<file path="src/design/gsfc_pkg.sv">
// shared types and codes for the go/stop flow control node
package gsfc_pkg;

   typedef enum logic [2:0] {
      REQ_ENQUEUE  = 3'd0,
      REQ_DATA_RX  = 3'd1,
      REQ_ACK_RX   = 3'd2,
      REQ_TICK     = 3'd3,
      REQ_TX_SLOT  = 3'd4
   } req_kind_type;

   typedef enum logic [2:0] {
      OUT_NONE     = 3'd0,
      OUT_ENQUEUED = 3'd1,
      OUT_FULL     = 3'd2,
      OUT_DATA     = 3'd3,
      OUT_GO       = 3'd4,
      OUT_STOP     = 3'd5,
      OUT_DISCARD  = 3'd6
   } out_kind_type;

   localparam logic ACK_GO = 1'b0;

   localparam int CSR_INDEX_W = 8;
   localparam logic [CSR_INDEX_W-1:0] CSR_STOP_COUNT   = 8'd0;
   localparam logic [CSR_INDEX_W-1:0] CSR_RESUME_DELAY = 8'd1;

   localparam int HANDLE_W = 16;
   localparam int TALLY_W  = 8;
   localparam int TIMER_W  = 16;
   localparam int CSR_DATA_W = 16;

   localparam logic [TALLY_W-1:0] STOP_COUNT_RESET   = 8'd2;
   localparam logic [TIMER_W-1:0] RESUME_DELAY_RESET = 16'd2000;

endpackage

</file>
<file path="src/design/go_stop_flow_control_node_unit.sv">
// go/stop stop-and-wait flow control node: send ring, permits, receive tally and resume timer
// the result item of an accepted request item is registered in the output register
// throughput: one item per cycle; a new item is taken whenever the output register is empty
// or its item is taken in the same cycle; the ring read is one registered memory port
// reset (synchronous, active high): ring empty, both permits set, tally and timer cleared,
// stop count 2, resume delay 2000; ring contents are left as they are
module go_stop_flow_control_node_unit #(
   parameter int RING_DEPTH = 16
) (
   input  logic clock,
   input  logic reset,
   input  logic req_tvalid,
   output logic req_tready,
   input  logic [15:0] req_tdata,  // msg_handle
   input  logic [3:0] req_tuser,   // req_type [2:0], ack_kind [3]
   output logic rsp_tvalid,
   input  logic rsp_tready,
   // out_handle, queue_fill, may_send, may_receive, zero fill
   output logic [(((gsfc_pkg::HANDLE_W + $clog2(RING_DEPTH + 1) + 2) + 7) / 8) * 8 - 1:0]
                rsp_tdata,
   output logic [2:0] rsp_tuser,   // out_kind
   input  logic csr_valid,
   output logic csr_ready,
   input  logic [gsfc_pkg::CSR_INDEX_W-1:0] csr_index,
   input  logic [gsfc_pkg::CSR_DATA_W-1:0] csr_data
);
   import gsfc_pkg::*;

   localparam int HEAD_W = $clog2(RING_DEPTH);
   localparam int CNT_W  = $clog2(RING_DEPTH + 1);
   localparam int SUM_W  = CNT_W + 1;
   localparam int PAY_W  = HANDLE_W + CNT_W + 2;
   localparam int RSP_W  = ((PAY_W + 7) / 8) * 8;

   logic [HANDLE_W-1:0] ring_mem [RING_DEPTH];

   logic [HEAD_W-1:0] head_ff, head_in;
   logic [CNT_W-1:0] count_ff, count_in;
   logic send_permit_ff, send_permit_in;
   logic recv_permit_ff, recv_permit_in;
   logic [TALLY_W-1:0] tally_ff, tally_in;
   logic [TIMER_W-1:0] timer_ff, timer_in;
   logic timer_run_ff, timer_run_in;
   logic [TALLY_W-1:0] stop_count_ff;
   logic [TIMER_W-1:0] resume_delay_ff;

   logic rsp_valid_ff;
   out_kind_type kind_ff, kind_in;
   logic [CNT_W-1:0] fill_ff;
   logic may_send_ff, may_recv_ff;
   logic sent_ff;
   logic [HANDLE_W-1:0] rd_data_ff;

   logic accept;
   req_kind_type req_kind;
   logic ack_kind;
   logic [HANDLE_W-1:0] msg_handle;
   logic [SUM_W-1:0] tail_sum;
   logic [HEAD_W-1:0] tail;
   logic ring_full;
   logic ring_write;
   logic ring_read;
   logic [TALLY_W-1:0] tally_inc;

   assign req_kind   = req_kind_type'(req_tuser[2:0]);
   assign ack_kind   = req_tuser[3];
   assign msg_handle = req_tdata;

   assign req_tready = ~rsp_valid_ff | rsp_tready;
   assign accept     = req_tvalid & req_tready;
   assign csr_ready  = 1'b1;

   assign ring_full = (count_ff >= CNT_W'(RING_DEPTH));
   assign tally_inc = (tally_ff == {TALLY_W{1'b1}}) ? tally_ff : tally_ff + 1'b1;

   always_comb begin
      tail_sum = SUM_W'(head_ff) + SUM_W'(count_ff);
      if (tail_sum >= SUM_W'(RING_DEPTH)) begin
         tail_sum = tail_sum - SUM_W'(RING_DEPTH);
      end
      tail = tail_sum[HEAD_W-1:0];
   end

   always_comb begin
      head_in        = head_ff;
      count_in       = count_ff;
      send_permit_in = send_permit_ff;
      recv_permit_in = recv_permit_ff;
      tally_in       = tally_ff;
      timer_in       = timer_ff;
      timer_run_in   = timer_run_ff;
      kind_in        = OUT_NONE;
      ring_write     = 1'b0;
      ring_read      = 1'b0;
      case (req_kind)
         REQ_ENQUEUE: begin
            if (ring_full) begin
               kind_in = OUT_FULL;
            end else begin
               ring_write = 1'b1;
               count_in   = count_ff + 1'b1;
               kind_in    = OUT_ENQUEUED;
            end
         end
         REQ_DATA_RX: begin
            if (recv_permit_ff) begin
               tally_in = tally_inc;
               if (tally_inc >= stop_count_ff) begin
                  recv_permit_in = 1'b0;
                  timer_in       = resume_delay_ff;
                  timer_run_in   = 1'b1;
                  kind_in        = OUT_STOP;
               end else begin
                  kind_in = OUT_GO;
               end
            end else begin
               kind_in = OUT_DISCARD;
            end
         end
         REQ_ACK_RX: begin
            send_permit_in = (ack_kind == ACK_GO);
         end
         REQ_TICK: begin
            if (timer_run_ff) begin
               if (timer_ff <= TIMER_W'(1)) begin
                  timer_in       = '0;
                  timer_run_in   = 1'b0;
                  recv_permit_in = 1'b1;
                  tally_in       = '0;
                  kind_in        = OUT_GO;
               end else begin
                  timer_in = timer_ff - 1'b1;
               end
            end
         end
         REQ_TX_SLOT: begin
            if (send_permit_ff && (count_ff != '0)) begin
               ring_read      = 1'b1;
               head_in        = (head_ff == HEAD_W'(RING_DEPTH - 1)) ? '0 : head_ff + 1'b1;
               count_in       = count_ff - 1'b1;
               send_permit_in = 1'b0;
               kind_in        = OUT_DATA;
            end
         end
         default: begin
            kind_in = OUT_NONE;
         end
      endcase
   end

   always_ff @(posedge clock) begin
      if (accept && ring_write) begin
         ring_mem[tail] <= msg_handle;
      end
      if (accept && ring_read) begin
         rd_data_ff <= ring_mem[head_ff];
      end
   end

   always_ff @(posedge clock) begin
      if (reset) begin
         head_ff        <= '0;
         count_ff       <= '0;
         send_permit_ff <= 1'b1;
         recv_permit_ff <= 1'b1;
         tally_ff       <= '0;
         timer_ff       <= '0;
         timer_run_ff   <= 1'b0;
         rsp_valid_ff   <= 1'b0;
      end else begin
         if (accept) begin
            head_ff        <= head_in;
            count_ff       <= count_in;
            send_permit_ff <= send_permit_in;
            recv_permit_ff <= recv_permit_in;
            tally_ff       <= tally_in;
            timer_ff       <= timer_in;
            timer_run_ff   <= timer_run_in;
            rsp_valid_ff   <= 1'b1;
         end else if (rsp_tready) begin
            rsp_valid_ff <= 1'b0;
         end
      end
   end

   always_ff @(posedge clock) begin
      if (reset) begin
         stop_count_ff   <= STOP_COUNT_RESET;
         resume_delay_ff <= RESUME_DELAY_RESET;
      end else if (csr_valid && csr_ready) begin
         case (csr_index)
            CSR_STOP_COUNT: begin
               stop_count_ff <= csr_data[TALLY_W-1:0];
            end
            CSR_RESUME_DELAY: begin
               resume_delay_ff <= csr_data[TIMER_W-1:0];
            end
            default: begin
            end
         endcase
      end
   end

   always_ff @(posedge clock) begin
      if (accept) begin
         kind_ff     <= kind_in;
         fill_ff     <= count_in;
         may_send_ff <= send_permit_in;
         may_recv_ff <= recv_permit_in;
         sent_ff     <= ring_read;
      end
   end

   assign rsp_tvalid = rsp_valid_ff;
   assign rsp_tuser  = kind_ff;
   assign rsp_tdata  = RSP_W'({may_recv_ff, may_send_ff, fill_ff,
                               (sent_ff ? rd_data_ff : {HANDLE_W{1'b0}})});

   a_fill_bound: assert property (@(posedge clock) disable iff (reset)
      count_ff <= CNT_W'(RING_DEPTH))
      else $error("ring count beyond depth");

   a_blocked_has_timer: assert property (@(posedge clock) disable iff (reset)
      !recv_permit_ff |-> timer_run_ff)
      else $error("reception blocked with no resume timer running");

   a_stop_blocks: assert property (@(posedge clock) disable iff (reset)
      accept && kind_in == OUT_STOP |=> !recv_permit_ff && !may_recv_ff)
      else $error("stop answer left reception open");

   a_data_clears_permit: assert property (@(posedge clock) disable iff (reset)
      accept && kind_in == OUT_DATA |=> !send_permit_ff && sent_ff)
      else $error("send permission kept after sending data");

endmodule

</file>
<file path="config.mk">
export PLATFORM = sky130hd
export DESIGN_NAME = go_stop_flow_control_node_unit
export DESIGN_NICKNAME = d
export VERILOG_FILES = /design/src/design/gsfc_pkg.sv /design/src/design/go_stop_flow_control_node_unit.sv
export SDC_FILE = /design/constraint.sdc
export NUM_CORES = 1
export LEC_CHECK = 0
export ABC_CLOCK_PERIOD_IN_PS = 3310
export BUFFER_PORTS_ARGS = -buffer_cell sky130_fd_sc_hd__buf_2
export CORE_MARGIN = 2
export CORE_UTILIZATION = 25
export CTS_CLUSTER_SIZE = 28
export DETAILED_ROUTE_END_ITERATION = 10
export PLACE_DENSITY = 0.37
export SKIP_LAST_GASP = 1
export SLEW_MARGIN = 30
export SYNTH_ARGS = -nofsm -noshare
export SYNTH_HDL_FRONTEND = slang
export SYNTH_SLANG_ARGS = --single-unit
</file>
<file path="constraint.sdc">
create_clock -name clock -period 3.31 [get_ports clock]
set_input_delay 0.662 -clock clock [delete_from_list [all_inputs] [get_ports clock]]
set_output_delay 0.662 -clock clock [all_outputs]
set_load 0.01 [all_outputs]
</file>
## Yosys cells after proc, flatten, opt, wreduce, memory -nomap -nowiden

Memories as Yosys holds them, arrays and structs flattened. A register that Yosys moved wholly into a read port is not among the register bits.
Index checks and enable logic that the tools add are counted.

- Eq/ne operators: 11
- Mux-type cells: 43
- Add/subtract/negate cells: 7
- Bitwise logic cells: 4
- Order comparisons: 4
- Reduce and logical (&&, ||, !) cells: 14

Operators with widths:

| operator | count |
|---|---|
| 16-bit 2-to-1 mux | 5 |
| 8-bit 2-to-1 mux | 4 |
| 16-bit one-hot mux with 2 select lines | 1 |
| 1-bit 2-to-1 mux | 18 |
| 16-bit by 1-bit less-or-equal comparator with 1-bit output (second input constant) | 1 |
| 8-bit one-hot mux with 2 select lines | 1 |
| 16-bit by 1-bit subtractor with 16-bit output (second input constant) | 1 |
| 3-bit one-hot mux with 4 select lines | 1 |
| 5-bit 2-to-1 mux | 2 |
| 5-bit one-hot mux with 2 select lines | 1 |
| 5-bit AND reduction | 2 |
| 3-bit 2-to-1 mux | 3 |
| 8-bit by 1-bit adder with 8-bit output (second input constant) | 1 |
| 8-bit by 1-bit == test with 1-bit output (second input constant) | 1 |
| 8-bit == test (second input constant) | 1 |
| 8-bit >= comparator | 1 |
| 8-bit logical NOT | 1 |
| 4-bit 2-to-1 mux | 2 |
| 2-bit != test (second input constant) | 4 |
| 4-bit by 5-bit adder with 6-bit output | 1 |
| 3-bit by 2-bit == test with 1-bit output (second input constant) | 2 |
| 6-bit by 5-bit >= comparator with 1-bit output (second input constant) | 1 |
| 1-bit one-hot mux with 2 select lines | 3 |
| 5-bit by 1-bit adder with 5-bit output (second input constant) | 1 |
| other kinds (18) | 24 |

- Memories: 1
- Word-level logic and storage cells: 99
- Memory bits (writable): 256
- Input bits: 49
- Output and inout bits: 30
- Register bits after elaboration: 72

Memory list:

| memory | words | width | rd ports | clocked after memory_dff | wr ports | RTL line | text |
|---|---|---|---|---|---|---|---|
| ring_mem | 16 | 16 | 1 | 1 | 1 | go_stop_flow_control_node_unit.sv:35 | `logic [HANDLE_W-1:0] ring_mem [RING_DEPTH];` |

## Logic depth before layout (Yosys ltp)

Gate-level depths: netlist of run 1.

- Word-level depth: 6
- Mapped depth: 14
- Gate-level depth less buffers: 12

## Worst setup path after synthesis of run 1

Ideal clock, no wire load.

- Path kind: flip-flop to flip-flop
- Start point: register tally_ff[0]
- End point: register timer_ff[6]
- Data required time: 3.232 ns
- Setup time: 0.078 ns
- Arrival time: 2.948 ns
- Cell stages (with the launch flop): 13
- Period minus slack after synthesis: 3.026 ns
- Setup slack: 0.284 ns
- Path buffers: 2
- Cells stage by stage: dfxtp_1 > ha_1 > and3_1 > clkbuf_1 > nand3_1 > mux2_2 > ha_1 > a2111oi_0 > o211ai_1 > nand2_1 > buf_2 > a211oi_1 > nor3_1

- Word-level cells in the longest chain between the ends: 5
- Elaborated cells on any way between the ends: 6
- Classes of those cells: add/sub (1); order compare (1); eq/ne (2); mux (1); reduce/logical (1)

RTL lines:

| item | RTL line | text |
|---|---|---|
| start: declaration | go_stop_flow_control_node_unit.sv:41 | `logic [TALLY_W-1:0] tally_ff, tally_in;` |
| start signal: assignment | go_stop_flow_control_node_unit.sv:176 | `tally_ff <= tally_in;` |
| 8-bit by 1-bit adder with 8-bit output / 8-bit == test (equally long branches) | go_stop_flow_control_node_unit.sv:74 | `assign tally_inc = (tally_ff == {TALLY_W{1'b1}}) ? tally_ff : tally_ff + 1'b1;` |
| 8-bit 2-to-1 mux * | go_stop_flow_control_node_unit.sv:74 |  |
| 8-bit >= comparator * | go_stop_flow_control_node_unit.sv:108 | `if (tally_inc >= stop_count_ff) begin` |
| 2-bit != test (no line) * | - |  |
| 5-bit AND reduction (no line) * | - |  |
| end signal: assignment | go_stop_flow_control_node_unit.sv:177 | `timer_ff <= timer_in;` |
| end: declaration | go_stop_flow_control_node_unit.sv:42 | `logic [TIMER_W-1:0] timer_ff, timer_in;` |

Every way passes the cells marked *; elsewhere a longest branch is shown, timed or not.
A chain may end at the register's enable or synchronous reset.

## Worst setup path in the final report of run 1

- Start point: register tally_ff[1]
- End point: register timer_ff[6]

The elaborated chain is that of the path after synthesis.

==> results.md, run 1 <==
- R2R depth: 14
- Setup crit start: tally_ff[1]
- Routed Antenna Nets: 0
- First-pass GRT wire length: 54.0 mm
- Largest net degree at the start of global routing: between 60 and 70
- Worst Setup End Kind: register
- WP buf/inv: 2
- Asr flop ratio synth: 0%
- I/O Pins: between 70 and 80
- Clk slew on worst S/H paths: 0.06 ns
- Period utilisation layout: around 90%
- Most common cell after layout, fill and taps aside: edfxtp_1
- Final Setup Violations: 0
- Layout cells sized above 1: ~30%
- Gpl congestion: approximately 0.7
- Arr. time, crit path: approximately 3.4 ns
- Yosys top cell by area: edfxtp_1
- Max Cap Viol: 0
- Vias in the first global route: 8122
- Violation count after the first detailed-routing iteration: 541
- CTS tree: built
- H-tree depth: 2
- Slew headroom: 54.4%
- Multi-input combinational cell area: approximately 4300 um2
- Cell depth of the worst setup path: 14
- Slew @ Worst Pin: ~0.68 ns
- Top cells by area, synth: edfxtp_1 59%, mux4_2 13%, dfxtp_1 8.5%
- Clk_skew: between 0.01 and 0.015 ns
- # DRC: 0
- Slew Viols, Final: 0
- Yosys Warn Count: 0
- GRT overflow: 0
- Peak VDD IR: ~0.39 mV
- Die height: approximately 240 um
- CP Data Required Time: between 3 and 4 ns
- Core Area: 56500 um2
- Power Density: ~560 nW/um2
- Max Freq: roughly 330 MHz
- Dominant synthesized flop cell: edfxtp_1
- Die X: roughly 240 um
- R2R setup slack: 0.32 ns
- Initial core utilization: 25.3%
- First-pass DRT Iterations: 4
- Root Driver: clkbuf_16
- Area share of the largest cell type after synthesis: roughly three fifths
- Via density: roughly 4.4
- Post-DP HPWL: roughly 22 mm
- Via count: 7918
- Synth Register Bits: approximately 340
- Crit Reg-Reg Endpoint: timer_ff[6]
- Crit-path cells: ha_2, and3_2, nand3_1, buf_4, nand3_1, xnor2_1, ha_1, and4_1, o21ai_0, o211ai_1, nand2_1, buf_4, a211oi_1, nor3_1
- Wire length per cell: about 20 um
- LEAKAGE: between 5 and 6 nW
- Maximum fanout along the worst path: 18
- Area of the die: approximately 59000 um2
- Row cnt: 87
- Layout Nets: 1064
- Final Hold Vio Count: 0
- Tmin final: between 2 and 3 ns
- Most frequent cells in the layout: 283 x edfxtp_1, 80 x mux4_2, 76 x buf_2
- Fillers: ~5.6k
- Hold_sp: csr_data[15]
- Worst-Skew Late Latency: between 0.5 and 0.6 ns
- Post-synth EDFFs: around 280
- CTS buffer count: 42
- Seq. cell area: between 9000 and 10000 um2
- Post-synthesis cell type count: 60
- Crit Path Class: reg -> reg
- Sequential area share after synthesis: between 60% and 70%
- Worst min path class: in -> reg
- Syn nets: 944
- Num Clock Sinks: approximately 340
- Outcome: complete, no violations
- CP startpoint kind: register
- Slowest cell on the critical path: dfxtp_1
- Netlist Area Pre-Place: 14300 um2
- WHS Path Cells: 3
- Post-Route Utilization: a little under a third
- Overall Global Routing Usage: 12.3%
- Syn_area_per_cell: ~16 um2
- Worst Setup EP: timer_ff[6]
- Cells after synthesis: 876
- Syn-to-layout area delta: 20.8%
- Port buffer count: 76
- CTS max path bufs: 3
- Initial antenna violation count: 2
- RR Startpoint: tally_ff[1]
- Max incr delay on CP: 0.38 ns
- Total Wirelength: around 36 mm
- Family with the most delay on the worst path: simple AND/OR/NAND/NOR gates
- Unrepaired setup endpoints after global routing: true
- Diodes inserted: 0
- WHS: about 0.32 ns
routing by layer:
layer,up-vias,global-route usage (%),share of wire [%],wire (um)
met5,-,0,0.058,21
met4,4,3.48,2.0,734
met3,61,3.01,5.2,1880
met2,149,18.8,45,16300
met1,4043,17.3,47,17000
li1,3661,-,-,-
cell usage after synthesis, types with 3 or more instances:
cell type  instances
clkbuf_1          29
edfxtp_1         283
or3_1              5
nand2b_1           5
xor2_1             9
and2_1            18
buf_2             10
o21a_1             4
nor2_1            82
a21o_1             3
a31oi_1           10
nand4_1            3
inv_1             25
ha_1              18
o31ai_1            3
a2bb2oi_1          3
nand2_1           39
a21oi_1           28
or4_1              3
nor2b_1            3
xnor2_1           11
dfxtp_1           61
nor3_1            17
mux4_2            80
a211o_1            6
o211ai_1           4
nor4_4             3
nand3_1           12
a211oi_1          14
nor3b_1            3
o21ai_0           17
mux2i_1           21
buf_4              6
metrics by stage:
stage	total power [mW]	setup TNS (ns)	std cells	worst slack [ns]	instance area [um2]
floorplan	4.92	0	876	0.284	14300
global placement	5.07	0	1708	0.158	15900
detailed placement	5.07	0	1708	0.0949	15900
CTS	9.84	0	1782	0.0602	17200
global route	10.0	-0.0618	1782	-0.0292	17300
finish	9.66	0	1782	0.323	17300
report_power, final:
group          leakage, nW  internal (mW)  switching [mW]
Clock                0.690           2.84            1.85
Sequential            3.05           4.70          0.0117
Combinational         2.07         0.0889           0.172
worst min path at each step:
stage,end,slack (ns)
floorplan,resume_delay_ff[8],0.43
global placement,resume_delay_ff[8],0.44
detailed placement,resume_delay_ff[8],0.45
CTS,resume_delay_ff[14],0.28
global route,resume_delay_ff[15],0.30
finish,resume_delay_ff[15],0.32
state kept, by name (all words and copies together), names as in the netlist:
| register | flops |
|---|---|
| ring_mem | 256 |
| rd_data_ff | 16 |
| resume_delay_ff | 16 |
| timer_ff | 16 |
| stop_count_ff | 8 |
| tally_ff | 8 |
| count_ff | 5 |
| fill_ff | 5 |
| head_ff | 4 |
| rsp_tuser | 3 |
| may_recv_ff | 1 |
| may_send_ff | 1 |
| recv_permit_ff | 1 |
| rsp_tvalid | 1 |
| send_permit_ff | 1 |
| sent_ff | 1 |
| timer_run_ff | 1 |
layout make-up:
type | count | share of cell area (%)
flip-flops and latches | 344 | 56.4
clock inverters | 26 | 1.73
well taps | 756 | 5.48
repair buffers | 123 | 4.56
inverters | 25 | 0.544
clock buffers | 48 | 6.34
multi-input cells | 460 | 25.0
cells by family (layout without fill, tap and decap cells):
kind of cell / after synthesis / count (layout) / share of synthesized area (%)
muxes: 102 / 102 / 14.2
buffers and inverters: 72 / 222 / 2.19
other: 2 / 2 / 0.0526
DFF: 344 / 344 / 68.0
and+or+nand+nor: 216 / 216 / 7.96
AOI/OAI and AO/OA: 101 / 101 / 4.68
adders and majority gates: 19 / 19 / 1.72
xor gates and xnor gates: 20 / 20 / 1.23
worst min-delay path: cells and delay by family:
family / cells / cell delay, ns
buf+inv: 1 / 0.07
simple gates: 1 / 0.07
mux: 1 / 0.05
timing repair:
item                                    CTS  global route
setup buffers                             0             0
hold buffers                              0             0
endpoints found under the setup margin    0            18
resized for setup                         0             7
(Power assumes the default switching activity.)
==> run 2: changes to the inputs <==
- CELL_PAD_IN_SITES_DETAIL_PLACEMENT: default -> 1
- CELL_PAD_IN_SITES_GLOBAL_PLACEMENT: default -> 1
- PLACE_DENSITY: 0.37 -> 0.42
==> results.md, run 2 (same netlist as run 1, synthesis figures left out) <==
- Outcome: complete, no violations
- Overall Global Routing Usage: 13.2% (+0.85 points)
- CTS buffer count: 42 (unchanged)
- Root Driver: clkbuf_16
- Via count: 7997 (+1.0%)
- CP startpoint kind: register
- H-tree depth: 2 (unchanged)
- CTS tree: built
- CP Data Required Time: 3.72 ns (-0.04 ns)
- Biggest register: ring_mem
- Via density: 4.48 (+0.77%)
- Post-DP HPWL: 23.4 mm (+6.8%)
- R2R setup slack: 0.34 ns (+0.02 ns)
- Crit Reg-Reg Endpoint: timer_ff[13]
- Max reg flops: 256 (unchanged)
- Diodes inserted: 0 (unchanged)
- Final Hold Vio Count: 0 (unchanged)
- Initial antenna violation count: 3 (+1)
- Clk_skew: 0.0287 ns (+0.0138 ns)
- Die X: 243 um (unchanged)
- Port buffer count: 76 (unchanged)
- I/O Pins: 79 (unchanged)
- # DRC: 0 (unchanged)
- Sum Neg Setup Slack: 0 ns (unchanged)
- Most frequent cells in the layout: 283 x edfxtp_1, 80 x mux4_2, 76 x buf_2
- Worst-Skew Late Latency: 0.58 ns (about the same)
- Wire length per cell: 21.5 um (+6.5%)
- Final Setup Violations: 0 (unchanged)
- Post-CTS Setup Repair Bufs: 0 (unchanged)
- Worst Setup End Kind: register
- Total Wirelength: 38.3 mm (+6.7%)
- Layout cells sized above 1: 29.3% (-0.70 points)
- LEAKAGE: 5.82 nW (+0.19%)
- Worst min path class: in -> reg
- Die height: 243 um (unchanged)
- Clk slew on worst S/H paths: 0.06 ns (about the same)
- Unrepaired setup endpoints after global routing: false
- Setup WS post-layout: 0.344 ns (+0.0212 ns)
- Design Power: 9.72 mW (+0.61%)
- Hold_sp: csr_data[13]
- Gpl congestion: 0.708 (+1.6%)
- Vias in the first global route: 8502 (+4.7%)
- R2R depth: 14 (unchanged)
- Post-Route Utilization: 30.7% (+0.15 points)
- CTS max path bufs: 3 (unchanged)
- Worst Setup EP: timer_ff[13]
- Initial core utilization: 25.3% (unchanged)
- Slew Viols, Final: 0 (unchanged)
- Pre-CTS WS: 0.315 ns (+0.220 ns)
- Max Freq: 337 MHz (+0.71%)
- Max Cap Viol: 0 (unchanged)
- Slew @ Worst Pin: 0.869 ns (+0.186 ns)
- Hold-fix buffers at CTS: 0 (unchanged)
- Row cnt: 87 (unchanged)
- Maximum fanout along the worst path: 18 (unchanged)
- Most common cell after layout, fill and taps aside: edfxtp_1
- WHS Path Cells: 3 (unchanged)
- RR Startpoint: tally_ff[1]
- Largest net degree at the start of global routing: 69 (unchanged)
- Period utilisation layout: 89.6% (-0.64 points)
- Peak VDD IR: 0.317 mV (-19%)
- Setup crit start: tally_ff[1]
- Num Clock Sinks: 344 (unchanged)
- Crit Path Class: reg -> reg
- Violation count after the first detailed-routing iteration: 450 (-17%)
- GRT overflow: 0 (unchanged)
- First-pass DRT Iterations: 4 (unchanged)
- Area of the die: 59100 um2 (unchanged)
- Multi-input combinational cell area: 4300 um2 (-0.23%)
- Syn-to-layout area delta: 21.4%
- Tmin final: 2.97 ns (-0.0212 ns)
- First-pass GRT wire length: 57.6 mm (+6.6%)
- Slew headroom: 42.1% (-12 points)
- Layout Nets: 1065 (+0.094%)
- Arr. time, crit path: 3.38 ns (-0.05 ns)
- Routed Antenna Nets: 0 (unchanged)
- Power Density: 560 nW/um2 (+0.12%)
- Core Area: 56500 um2 (unchanged)
- Fillers: 5896 (+5.1%)
- Seq. cell area: 9730 um2 (about the same)
==> run 2: cell type report <==
class | count | area share [%]
multi-input combinational | 460 | 24.8
sequential | 344 | 56.1
clock inverter | 28 | 2.01
timing repair buffer | 124 | 4.85
clock buffer | 49 | 6.27
inverter | 25 | 0.541
tap | 756 | 5.45
==> run 2: worst min path at each step <==
stage	to	slack, ns
after floorplan	resume_delay_ff[8]	0.43
after global placement	resume_delay_ff[8]	0.44
after detailed placement	resume_delay_ff[8]	0.44
after CTS	resume_delay_ff[13]	0.29
after global routing	resume_delay_ff[15]	0.32
final	resume_delay_ff[13]	0.33
==> run 2: routing by layer <==
metal	vias up	global-route usage (%)	wire, um
met5	-	0	21
met4	4	3.45	747
met3	54	2.62	1570
met2	128	21.6	18200
met1	4141	17.8	17800
li1	3670	-	-
==> run 2: through the flow <==
step	instances	instance area (um2)	hold WS, ns
2_1_floorplan	876	14300	0.427
3_3_place_gp	1709	15900	0.440
3_5_place_dp	1709	15900	0.442
4_1_cts	1786	17300	0.291
5_1_grt	1786	17300	0.321
6_report	1786	17300	0.328
==> run 2: what timing repair did <==
action | in CTS | in global routing
gates resized for setup | 0 | 1
setup endpoints to repair | 0 | 11
endpoints found under the hold margin | 0 | 0
==> run 2: worst max-delay path, cell delays in order, from the launching register on <==
cell and delay [ns]:
dfxtp_1 0.39, ha_1 0.23, and3_1 0.22, nand3_2 0.15
buf_4 0.18, nand3_1 0.13, xnor2_1 0.08, ha_1 0.29
and4_1 0.18, o21ai_0 0.11, o211ai_1 0.24, nand2_1 0.13
buf_12 0.18, o21ai_0 0.20, a21oi_1 0.09
==> run 2: power by group <==
part | internal, mW | leakage (nW) | switching [mW]
Clock | 2.84 | 0.682 | 1.91
Combinational | 0.0903 | 2.09 | 0.167
Sequential | 4.70 | 3.05 | 0.0155
Total | 7.63 | 5.82 | 2.09
==> run 3: changes to the inputs <==
- GPL_TIMING_DRIVEN: default -> 0
- PLACE_DENSITY: 0.42 -> 0.46
==> results.md, run 3 (same netlist as run 1, synthesis figures left out) <==
- Outcome: complete, no violations
- Clk_skew: 0.0159 ns (-0.0128 ns)
- Port buffer count: 74 (-2.6%)
- CTS buffer count: 41 (-2.4%)
- Row cnt: 87 (unchanged)
- RR Startpoint: head_ff[1]
- GRT overflow: 0 (unchanged)
- Arr. time, crit path: 3.39 ns (about the same)
- Vias in the first global route: 8740 (+2.8%)
- Sum Neg Setup Slack: 0 ns (unchanged)
- Tmin final: 3.10 ns (+0.129 ns)
- Final Setup Violations: 0 (unchanged)
- Via count: 8202 (+2.6%)
- Syn-to-layout area delta: 22.7%
- Area of the die: 59100 um2 (unchanged)
- R2R depth: 4 (-10)
- Layout cells sized above 1: 28.1% (-1.2 points)
- Initial antenna violation count: 3 (unchanged)
- # DRC: 0 (unchanged)
- Slowest cell on the critical path: clkbuf_1
- First-pass DRT Iterations: 4 (unchanged)
- LEAKAGE: 5.83 nW (+0.22%)
- Post-DP HPWL: 27.0 mm (+15%)
- Gpl congestion: 0.758 (+7.1%)
- Fillers: 5907 (+0.19%)
- Initial core utilization: 25.3% (unchanged)
- Max Freq: 323 MHz (-4.2%)
- Core Area: 56500 um2 (unchanged)
- Layout Nets: 1081 (+1.5%)
- Post-DP Area: 16100 um2 (+1.5%)
- Max incr delay on CP: 0.82 ns (+0.43 ns)
- Slew Viols, Final: 0 (unchanged)
- Die height: 243 um (unchanged)
- Crit Path Class: reg -> reg
- First-pass GRT wire length: 60.0 mm (+4.2%)
- Peak VDD IR: 0.405 mV (+28%)
- Worst Setup End Kind: register
- H-tree depth: 2 (unchanged)
- Via density: 4.55 (+1.7%)
- CTS max path bufs: 3 (unchanged)
- Worst-Skew Late Latency: 0.57 ns (about the same)
- WHS: 0.337 ns (+0.00872 ns)
- Period utilisation layout: 93.5% (+3.9 points)
- Violation count after the first detailed-routing iteration: 553 (+23%)
- Most common cell after layout, fill and taps aside: edfxtp_1
- Most frequent cells in the layout: 283 x edfxtp_1, 82 x buf_2, 80 x mux4_2
- CP startpoint kind: register
- Routed Antenna Nets: 0 (unchanged)
- Overall Global Routing Usage: 13.9% (+0.71 points)
- Max reg flops: 256 (unchanged)
- I/O Pins: 79 (unchanged)
- Final Hold Vio Count: 0 (unchanged)
- Hold EP: resume_delay_ff[11]
- Post-Route Utilization: 31.0% (+0.32 points)
- Die X: 243 um (unchanged)
- Num Clock Sinks: 344 (unchanged)
- CTS tree: built
- Final Instance Area: 17500 um2 (+1.0%)
- Max Cap Viol: 0 (unchanged)
- Wire length per cell: 22.4 um (+4.6%)
- Power Density: 541 nW/um2 (-3.5%)
- Hold_sp: csr_data[11]
- Crit-path cells: clkbuf_1, clkbuf_1, mux4_2, mux4_2
- Diodes inserted: 0 (unchanged)
- Worst min path class: in -> reg
- Biggest register: ring_mem
- Slew headroom: 32.1% (-10 points)
- Crit Reg-Reg Endpoint: rd_data_ff[14]
- R2R setup slack: 0.21 ns (-0.13 ns)
- Largest net degree at the start of global routing: 18 (-74%)
- Clk slew on worst S/H paths: 0.06 ns (about the same)
- CP Data Required Time: 3.61 ns (-0.11 ns)
- WHS Path Cells: 3 (unchanged)
- Total Wirelength: 40.5 mm (+5.5%)
- Root Driver: clkbuf_16
- Maximum fanout along the worst path: 10 (-8)
- Slew @ Worst Pin: 1.02 ns (+0.150 ns)
run 3: how the worst max path moves through the flow:
stage	slack (ns)	from	to
after floorplan	0.28	tally_ff[0]	timer_ff[6]
after global placement	-1.14	rsp_tready	ring_mem[14][3]
after detailed placement	-0.70	tally_ff[0]	timer_ff[14]
after CTS	0.007	tally_ff[0]	timer_ff[14]
after global routing	-0.003	tally_ff[1]	timer_ff[14]
final	0.21	head_ff[1]	rd_data_ff[14]
run 3: power breakdown:
group / internal, mW / switching (mW) / leakage [nW]
sequential: 4.70 / 0.0146 / 3.04
combinational: 0.0917 / 0.179 / 2.13
clock: 2.64 / 1.85 / 0.654
run 3: metal layers:
| layer | GRT usage (%) | vias up | wire [um] |
|---|---|---|---|
| met5 | 0 | - | 44 |
| li1 | - | 3713 | - |
| met4 | 4.29 | 6 | 945 |
| met2 | 21.7 | 161 | 18600 |
| met1 | 19.3 | 4254 | 19000 |
| met3 | 2.97 | 68 | 1880 |
run 3: what timing repair did:
item                                    4_1_cts  5_1_grt
hold buffers                                  0        0
setup buffers                                 0        2
pin swaps                                     0        2
resized for setup                             9        5
endpoints found under the setup margin       20       19
run 3: cell type report:
class	count	area [um2]	area share, %
repair buffers	95	788	4.50
clock buffers	50	1080	6.17
flip-flops and latches	344	9720	55.4
plain buffers	46	225	1.28
multi-input cells	460	4430	25.3
inverters	25	93.8	0.535
clock inverters	26	246	1.41
well taps	756	946	5.40
run 3: worst max-delay path, delay by kind of cell (launching register included):
kind | cells | cell delay (ns)
buffers and inverters | 2 | 1.41
DFF | 1 | 0.47
muxes | 2 | 0.94
run 3: metrics by stage:
step                setup WS (ns)  instances  power (mW)
global placement            -1.14       1706        5.07
detailed placement         -0.695       1725        5.08
floorplan                   0.284        876        4.92
CTS                       0.00657       1800        9.63
global route             -0.00284       1802        9.81
finish                      0.215       1802        9.48
